File: src/hw/rtl/tnss_pkg.sv
// shared types and constants of the top-n score selector
`timescale 1ns / 1ps

package tnss_pkg;

    localparam int MAX_RESULTS     = 8;
    localparam int TOP_COUNT_W     = 4;
    localparam int RANK_W          = 3;
    localparam logic [TOP_COUNT_W-1:0] TOP_COUNT_RESET = 4'd8;

    typedef enum logic [1:0] {
        ST_IDLE   = 2'b01,
        ST_REPORT = 2'b10
    } tnss_state_t;

    typedef struct packed {
        logic insert;
        logic shift_out;
        logic clear;
    } tnss_ctrl_t;

endpackage

File: src/hw/rtl/tnss_cell.sv
// one slot of the sorted chain: compare, insert, shift and clear
`timescale 1ns / 1ps

module tnss_cell #(
    parameter int SCORE_W = 16,
    parameter int IDX_W   = 10
) (
    input  logic                clk,
    input  logic                rst_n,
    input  tnss_pkg::tnss_ctrl_t ctrl,
    input  logic [SCORE_W-1:0]  new_score,
    input  logic [IDX_W-1:0]    new_index,
    input  logic                prev_take,
    input  logic                prev_valid,
    input  logic [IDX_W-1:0]    prev_index,
    input  logic [SCORE_W-1:0]  prev_score,
    input  logic                next_valid,
    input  logic [IDX_W-1:0]    next_index,
    input  logic [SCORE_W-1:0]  next_score,
    output logic                take,
    output logic                valid,
    output logic [IDX_W-1:0]    index,
    output logic [SCORE_W-1:0]  score
);
    import tnss_pkg::*;

    logic               valid_reg;
    logic               valid_next;
    logic [IDX_W-1:0]   index_reg;
    logic [IDX_W-1:0]   index_next;
    logic [SCORE_W-1:0] score_reg;
    logic [SCORE_W-1:0] score_next;

    assign take = !valid_reg || (new_score > score_reg);

    always_comb
    begin
        valid_next = valid_reg;
        index_next = index_reg;
        score_next = score_reg;
        if (ctrl.clear)
        begin
            valid_next = 1'b0;
        end
        else if (ctrl.shift_out)
        begin
            valid_next = next_valid;
            index_next = next_index;
            score_next = next_score;
        end
        else if (ctrl.insert)
        begin
            if (prev_take)
            begin
                valid_next = prev_valid;
                index_next = prev_index;
                score_next = prev_score;
            end
            else if (take)
            begin
                valid_next = 1'b1;
                index_next = new_index;
                score_next = new_score;
            end
        end
    end

    always_ff @(posedge clk or negedge rst_n)
    begin
        if (!rst_n)
        begin
            valid_reg <= 1'b0;
        end
        else
        begin
            valid_reg <= valid_next;
        end
    end

    always_ff @(posedge clk)
    begin
        index_reg <= index_next;
        score_reg <= score_next;
    end

    assign valid = valid_reg;
    assign index = index_reg;
    assign score = score_reg;

endmodule

File: src/hw/rtl/top_n_score_selector_core.sv
// top level: chain of sorted cells, set position counter and report sequencer
//
// usage
// - input channel: a transfer happens at a rising edge with start high and busy low;
//   score and last are sampled there, one item per cycle while busy stays low
// - each item is numbered by its position in the set and inserted into a sorted
//   chain of MAX_TOP cells in the same cycle; items past MAX_ITEMS are dropped
// - the item with last set starts a report: busy rises on the next cycle and the
//   chain shifts toward cell 0 once per cycle, giving top_count results best first
// - results: strobe marks one transfer per cycle with rank, item_index, best_score,
//   slot_valid and final_res; the receiver cannot stall, nothing is held back
// - the first result comes in the cycle after the last item, then one per cycle
// - after the result with final_res the store and position clear and busy drops
// - cfg_we writes top_count (0 reads as 1, values above 8 or MAX_TOP are capped);
//   the value at the last item sets the result count
// - reset: store empty, position zero, top_count 8, block idle
`timescale 1ns / 1ps

module top_n_score_selector_core #(
    parameter int MAX_TOP    = 8,
    parameter int MAX_ITEMS  = 1024,
    parameter int SCORE_BITS = 16
) (
    input  logic                                   clk,
    input  logic                                   rst_n,
    input  logic                                   start,
    output logic                                   busy,
    input  logic [SCORE_BITS-1:0]                  score,
    input  logic                                   last,
    input  logic                                   cfg_we,
    input  logic [tnss_pkg::TOP_COUNT_W-1:0]       cfg_data,
    output logic                                   strobe,
    output logic [tnss_pkg::RANK_W-1:0]            rank,
    output logic [$clog2(MAX_ITEMS)-1:0]           item_index,
    output logic [SCORE_BITS-1:0]                  best_score,
    output logic                                   slot_valid,
    output logic                                   final_res
);
    import tnss_pkg::*;

    localparam int IDX_W = $clog2(MAX_ITEMS);
    localparam int POS_W = $clog2(MAX_ITEMS + 1);
    localparam int LIM   = (MAX_TOP < MAX_RESULTS) ? MAX_TOP : MAX_RESULTS;

    tnss_state_t              state_reg;
    tnss_state_t              state_next;
    logic [TOP_COUNT_W-1:0]   top_count_reg;
    logic [TOP_COUNT_W-1:0]   n_reg;
    logic [TOP_COUNT_W-1:0]   n_next;
    logic [TOP_COUNT_W-1:0]   n_clamped;
    logic [RANK_W-1:0]        k_reg;
    logic [RANK_W-1:0]        k_next;
    logic [POS_W-1:0]         position_reg;
    logic [POS_W-1:0]         position_next;
    logic                     accept;
    logic                     in_range;
    logic                     is_final;
    tnss_ctrl_t               ctrl;

    logic                     take_w  [MAX_TOP];
    logic                     valid_w [MAX_TOP];
    logic [IDX_W-1:0]         index_w [MAX_TOP];
    logic [SCORE_BITS-1:0]    score_w [MAX_TOP];

    assign accept   = start && !busy;
    assign in_range = position_reg < POS_W'(MAX_ITEMS);
    assign is_final = (state_reg == ST_REPORT) &&
                      ((TOP_COUNT_W'(k_reg) + TOP_COUNT_W'(1)) == n_reg);

    always_comb
    begin
        if (top_count_reg == '0)
            n_clamped = TOP_COUNT_W'(1);
        else if (top_count_reg > TOP_COUNT_W'(LIM))
            n_clamped = TOP_COUNT_W'(LIM);
        else
            n_clamped = top_count_reg;
    end

    always_comb
    begin
        ctrl.insert    = accept && in_range;
        ctrl.shift_out = (state_reg == ST_REPORT) && !is_final;
        ctrl.clear     = is_final;
    end

    always_comb
    begin
        state_next    = state_reg;
        n_next        = n_reg;
        k_next        = k_reg;
        position_next = position_reg;
        case (state_reg)
            ST_IDLE:
            begin
                if (accept)
                begin
                    if (in_range)
                        position_next = position_reg + POS_W'(1);
                    if (last)
                    begin
                        state_next = ST_REPORT;
                        n_next     = n_clamped;
                        k_next     = '0;
                    end
                end
            end
            ST_REPORT:
            begin
                if (is_final)
                begin
                    state_next    = ST_IDLE;
                    position_next = '0;
                end
                else
                begin
                    k_next = k_reg + RANK_W'(1);
                end
            end
            default:
            begin
                state_next = ST_IDLE;
            end
        endcase
    end

    always_ff @(posedge clk or negedge rst_n)
    begin
        if (!rst_n)
        begin
            state_reg     <= ST_IDLE;
            top_count_reg <= TOP_COUNT_RESET;
            n_reg         <= TOP_COUNT_RESET;
            k_reg         <= '0;
            position_reg  <= '0;
        end
        else
        begin
            state_reg    <= state_next;
            n_reg        <= n_next;
            k_reg        <= k_next;
            position_reg <= position_next;
            if (cfg_we)
                top_count_reg <= cfg_data;
        end
    end

    // sorted chain, cell 0 holds the best entry
    generate
        for (genvar i = 0; i < MAX_TOP; i++)
        begin : g_cell
            logic                  prev_take;
            logic                  prev_valid;
            logic [IDX_W-1:0]      prev_index;
            logic [SCORE_BITS-1:0] prev_score;
            logic                  next_valid;
            logic [IDX_W-1:0]      next_index;
            logic [SCORE_BITS-1:0] next_score;

            if (i == 0)
            begin : g_head
                assign prev_take  = 1'b0;
                assign prev_valid = 1'b0;
                assign prev_index = '0;
                assign prev_score = '0;
            end
            else
            begin : g_body
                assign prev_take  = take_w[i-1];
                assign prev_valid = valid_w[i-1];
                assign prev_index = index_w[i-1];
                assign prev_score = score_w[i-1];
            end

            if (i == MAX_TOP - 1)
            begin : g_tail
                assign next_valid = 1'b0;
                assign next_index = '0;
                assign next_score = '0;
            end
            else
            begin : g_inner
                assign next_valid = valid_w[i+1];
                assign next_index = index_w[i+1];
                assign next_score = score_w[i+1];
            end

            tnss_cell #(
                .SCORE_W (SCORE_BITS),
                .IDX_W   (IDX_W)
            ) u_cell (
                .clk        (clk),
                .rst_n      (rst_n),
                .ctrl       (ctrl),
                .new_score  (score),
                .new_index  (position_reg[IDX_W-1:0]),
                .prev_take  (prev_take),
                .prev_valid (prev_valid),
                .prev_index (prev_index),
                .prev_score (prev_score),
                .next_valid (next_valid),
                .next_index (next_index),
                .next_score (next_score),
                .take       (take_w[i]),
                .valid      (valid_w[i]),
                .index      (index_w[i]),
                .score      (score_w[i])
            );
        end
    endgenerate

    assign busy       = (state_reg == ST_REPORT);
    assign strobe     = (state_reg == ST_REPORT);
    assign rank       = k_reg;
    assign slot_valid = valid_w[0];
    assign item_index = valid_w[0] ? index_w[0] : '0;
    assign best_score = valid_w[0] ? score_w[0] : '0;
    assign final_res  = is_final;

`ifndef NO_ASSERTIONS
    a_report_starts: assert property (@(posedge clk) disable iff (!rst_n)
        (start && !busy && last) |=> (strobe && rank == '0))
        else $error("report did not start after last item");

    a_rank_steps: assert property (@(posedge clk) disable iff (!rst_n)
        (strobe && !final_res) |=> (strobe && rank == $past(rank) + RANK_W'(1)))
        else $error("rank did not advance during report");

    a_report_ends: assert property (@(posedge clk) disable iff (!rst_n)
        (strobe && final_res) |=> (!busy && position_reg == '0 && !slot_valid))
        else $error("store not cleared after final result");

    a_no_idle_strobe: assert property (@(posedge clk) disable iff (!rst_n)
        (!busy && !(start && last)) |=> !strobe)
        else $error("result transfer without last item");
`endif

endmodule

File: config.mk
export PLATFORM = sky130hd
export DESIGN_NAME = top_n_score_selector_core
export DESIGN_NICKNAME = d
export VERILOG_FILES = /design/src/hw/rtl/tnss_pkg.sv /design/src/hw/rtl/tnss_cell.sv /design/src/hw/rtl/top_n_score_selector_core.sv
export SDC_FILE = /design/constraint.sdc
export NUM_CORES = 1
export LEC_CHECK = 0
export ABC_CLOCK_PERIOD_IN_PS = 5300
export BUFFER_PORTS_ARGS = -buffer_cell sky130_fd_sc_hd__buf_2
export CORE_MARGIN = 4
export CORE_UTILIZATION = 64
export CTS_CLUSTER_SIZE = 10
export DETAILED_ROUTE_END_ITERATION = 16
export PLACE_DENSITY = 0.83
export SETUP_SLACK_MARGIN = 0.02
export SLEW_MARGIN = 40
export SYNTH_ARGS = -nofsm -noshare
export SYNTH_HDL_FRONTEND = slang
export SYNTH_SLANG_ARGS = --single-unit
export TNS_END_PERCENT = 50
File: constraint.sdc
create_clock -name clk -period 5.3 [get_ports clk]
set_input_delay 0.795 -clock clk [delete_from_list [all_inputs] [get_ports clk]]
set_output_delay 0.795 -clock clk [all_outputs]
set_load 0.01 [all_outputs]
==> results.md <==
* Synthesized cell area at 0.01639 mm2
* Status: finished clean
* Slew at the pin closest to its max-slew limit at 0.8340 ns
* Root Buffer: sky130_fd_sc_hd__clkbuf_16
* Initial antenna violation count at 1
* Number of max-capacitance violations reported at 0
* Endpoint required time on the critical path at 5.51 ns
* Initial Utilization at 65.10%
* Pin count of the biggest net entering global routing at 171
* I/O pins at 58
* Total count of max-transition violations in the final report at 0
* XOR/XNOR share of the synthesized area at 0.6945%
* Ant. Diodes at 0
* Highest signal layer in the routed design: met4
* Number of core rows at 58
* Core ar. at 0.02518 mm2
* Simple-gate portion of the synthesized area at 14.68%
* Routed met3 length at 6697 um
* Commonest register cell after synthesis: sky130_fd_sc_hd__edfxtp_1
* Wire length on met2 at 20720 um
* Arrival @ worst endpoint at 3.87 ns
* Clock-pin slew reported for the worst setup and hold paths after clock tree synthesis at 0.06 ns
* Post-synth EDFFs at 208
* Area overhead of the layout relative to synthesis at 7.861%
* Post CTS Setup Buffer Count at 0
* Filler cell count in the final layout at 1875
* Routed metal-1 wirelength at 19190 um
* Max FFs per register at 128
* Worst Skew at 0.009567 ns
* Worst Reg2Reg Path Length in Cells at 9
* DRT Pass-1 Iters at 6
* Seq/Total Area, Yosys at 43.01%
* Chip Height at 168.1 um
* Vias in the first global route at 13.66k
* Die Wd at 168.1 um
* Global-route wire length before repair at 75730 um
* # H-tree levels at 1
* Dominant combinational cell family by area after synthesis: compound AO/OA/AOI/OAI gates
* Sequential Area at 0.007058 mm2
* Kind of start point of the critical path: primary input
* Maximum clock frequency at 273.1 MHz
* Ordered list of cells on the worst path: buf_2, ha_1, nand4_1, nor4_1, o21ai_0, o211a_1, or4_1, nand3_1, buf_4
* Mapped Avg Cell Area at 9.460 um2
* Share of flip-flops with an asynchronous set or reset at 13.33%
* Yosys reg bits at 240
* Post-synthesis adder-cell area fraction at 9.921%
* Max transition margin at 44.40%
* Critical path's largest stage delay at 0.63 ns
* Number of nets in the layout at 1861
* Cell count after synthesis at 1733
* Final weighted congestion in routability-driven placement at 0.9698
* Clock latency reported for the late side of the worst-skew pair at 0.55 ns
* Total number of clock tree sinks at 240
* Port-buffer cells at 57
* Fin crit share at 69.09%
* Number of buffers on the longest clock path at 3
* Post-Syn Nets at 1888
* Maximum fanout encountered on the critical timing path at 27
* Total Die Area at 0.02824 mm2
* Setup tns final at 0 ns
* Total Routed Length at 47860 um
* Via count normalized by instance count at 7.080
* Hold crit path type: in2async
* RSZ-0062 raised after global routing: no
* Setup CP Type: in2reg
* Share of final-layout standard cells stronger than drive strength 1 at 11.57%
* Final Hold Vio Count at 0
* GR Util All Layers at 33.16%
* Power density over the cells at 227.4 mW/mm2
* Final ANT Viol Nets at 0
* Min Tclk post-route at 3.662 ns
* Grt total ovfl at 0
* HPWL after detailed placement at 33190 um
* Area fraction in compound gates after synthesis at 22.98%
* Library cell contributing the largest single delay on the critical path: sky130_fd_sc_hd__or4_1
* Number of CTS-inserted buffers at 28
* TritonCTS clock tree: yes
* Detailed router's first-iteration violation count at 2455
* Nature of the critical path endpoint: register
* Peak supply drop at 0.0002694 V
* Number of warning messages in the yosys log at 0
* Pre-CTS WS at 1.196 ns
* # resized after CTS at 0
* Minimum setup slack in the final design at 1.638 ns
* Average wire length per cell after detail routing at 23.26 um
* Leak pwr at 7.105 nW
* Area taken by multi-input logic gates at 0.008343 mm2
* Total vias in the final route at 14.57k
* Number of unique standard cell types used by synthesis at 62
* Proportion of synthesized area in mux cells at 2.122%
* Total setup violations reported at the end of the flow at 0
* Number of hold-repair buffers added at the cts stage at 0
* Total DRC errors in the routed layout at 0
==> path summary, 6_finish.rpt <==
| path | startpoint | endpoint | slack [ns] |
|---|---|---|---|
| setup / recovery | score[13] | g_cell[4].u_cell.score[11] | 1.64 |
| hold / removal | rst_n | position_reg[7] | 0.18 |
| setup reg to reg | g_cell[4].u_cell.score[13] | g_cell[4].u_cell.score[11] | 1.74 |
| hold reg to reg | n_reg[0] | n_reg[0] | 0.51 |
| max in group asynchronous | rst_n | g_cell[0].u_cell.valid | 4.73 |
| min in group clk | cfg_data[1] | top_count_reg[1] | 0.48 |
==> stage by stage <==
| stage | utilization [%] | total power, W | std cells | hold slack, ns | area (um2) |
|---|---|---|---|---|---|
| 3_3_place_gp | 66.67 | 0.002248 | 2005 | 0.4854 | 16790 |
| 6_report | 70.22 | 0.004021 | 2058 | 0.1812 | 17680 |
| 3_5_place_dp | 66.78 | 0.002258 | 2005 | 0.5004 | 16820 |
| 4_1_cts | 70.09 | 0.004025 | 2057 | 0.3646 | 17650 |
| 2_1_floorplan | - | 0.002184 | 1733 | 0.4684 | 16390 |
| 5_1_grt | 70.22 | 0.004135 | 2058 | 0.2226 | 17680 |
==> where the power goes <==
group          total [W]  leakage, nW  switching, W  internal (W)
combinational   0.000192         3.73      0.000123     0.0000694
clock            0.00180        0.397      0.000755       0.00104
sequential       0.00203         2.98    0.00000260       0.00203
==> cells by family after synthesis <==
kind of cell	after synthesis
multiplexers	34
XOR/XNOR	13
AO/OA/AOI/OAI	572
adder cells (fa/ha/maj)	130
AND/OR/NAND/NOR	471
buffers and inverters	273
flip-flops	240
==> critical path: cells and delay by family <==
family | cells | cell delay, ns
adder cells (fa/ha/maj) | 1 | 0.38
AND/OR/NAND/NOR | 4 | 1.39
buffers and inverters | 2 | 0.60
AO/OA/AOI/OAI | 2 | 0.69
==> layout make-up <==
cell class / count / share of cell area [%]
multi-input cells: 1220 / 47.18
flip-flops and latches: 240 / 39.91
clock buffers: 52 / 4.705
repair buffers: 89 / 3.170
inverters: 127 / 2.696
well taps: 330 / 2.335
==> synthesized netlist by cell type (5+ instances only) <==
master | count | share of area [%]
sky130_fd_sc_hd__a21oi_1 | 123 | 3.8
sky130_fd_sc_hd__xor2_1 | 7 | 0.37
sky130_fd_sc_hd__o221ai_1 | 44 | 2.4
sky130_fd_sc_hd__nor3_1 | 27 | 0.82
sky130_fd_sc_hd__mux2_2 | 6 | 0.41
sky130_fd_sc_hd__buf_1 | 12 | 0.27
sky130_fd_sc_hd__nand2_1 | 126 | 2.9
sky130_fd_sc_hd__nor2_1 | 58 | 1.3
sky130_fd_sc_hd__nor2b_1 | 10 | 0.38
sky130_fd_sc_hd__nand3_1 | 75 | 2.3
sky130_fd_sc_hd__o22ai_1 | 23 | 0.88
sky130_fd_sc_hd__ha_1 | 130 | 9.9
sky130_fd_sc_hd__and3_1 | 41 | 1.6
sky130_fd_sc_hd__mux2i_1 | 28 | 1.7
sky130_fd_sc_hd__a221o_1 | 12 | 0.73
sky130_fd_sc_hd__dfrtp_1 | 29 | 4.4
sky130_fd_sc_hd__edfxtp_1 | 208 | 38
sky130_fd_sc_hd__nand4_1 | 26 | 0.99
sky130_fd_sc_hd__a31oi_1 | 32 | 1.2
sky130_fd_sc_hd__a21o_1 | 23 | 1.1
sky130_fd_sc_hd__inv_1 | 127 | 2.9
sky130_fd_sc_hd__and2_1 | 37 | 1.4
sky130_fd_sc_hd__o211ai_1 | 7 | 0.32
sky130_fd_sc_hd__xnor2_1 | 6 | 0.32
sky130_fd_sc_hd__buf_2 | 21 | 0.64
sky130_fd_sc_hd__nand2b_1 | 31 | 1.2
sky130_fd_sc_hd__a22oi_1 | 15 | 0.69
sky130_fd_sc_hd__clkbuf_1 | 108 | 2.5
sky130_fd_sc_hd__or3_1 | 19 | 0.73
sky130_fd_sc_hd__a221oi_1 | 5 | 0.27
sky130_fd_sc_hd__o221a_2 | 48 | 3.3
sky130_fd_sc_hd__a211o_1 | 16 | 0.85
sky130_fd_sc_hd__o21ai_0 | 196 | 6.0
==> layout by cell type, fill, tap and decap left out, drive strengths merged, types with 4 or more instances in the layout <==
cell type / count
a21o: 23
o221a: 52
mux2i: 28
o21ai: 197
clkbuf: 52
and3: 41
buf: 89
edfxtp: 208
nor2: 58
o21a: 4
nand2: 126
nand3: 75
o22ai: 23
or3: 19
inv: 127
nor2b: 10
a221oi: 5
nor4: 5
ha: 130
o221ai: 44
a22oi: 15
a31oi: 32
nand4: 27
and4: 4
xnor2: 6
and2: 38
dfrtp: 29
nand2b: 31
mux2: 6
o211ai: 7
xor2: 7
a221o: 12
a211o: 16
nor3: 27
a21oi: 123
==> routing by layer <==
layer / up-vias / global-route usage [%]
met1: 6882 / 49.11
met2: 1094 / 49.37
li1: 6491 / -
met4: 0 / 9.280
met5: - / 0
met3: 103 / 7.537
Note: power is estimated with default switching activity, not from simulation.
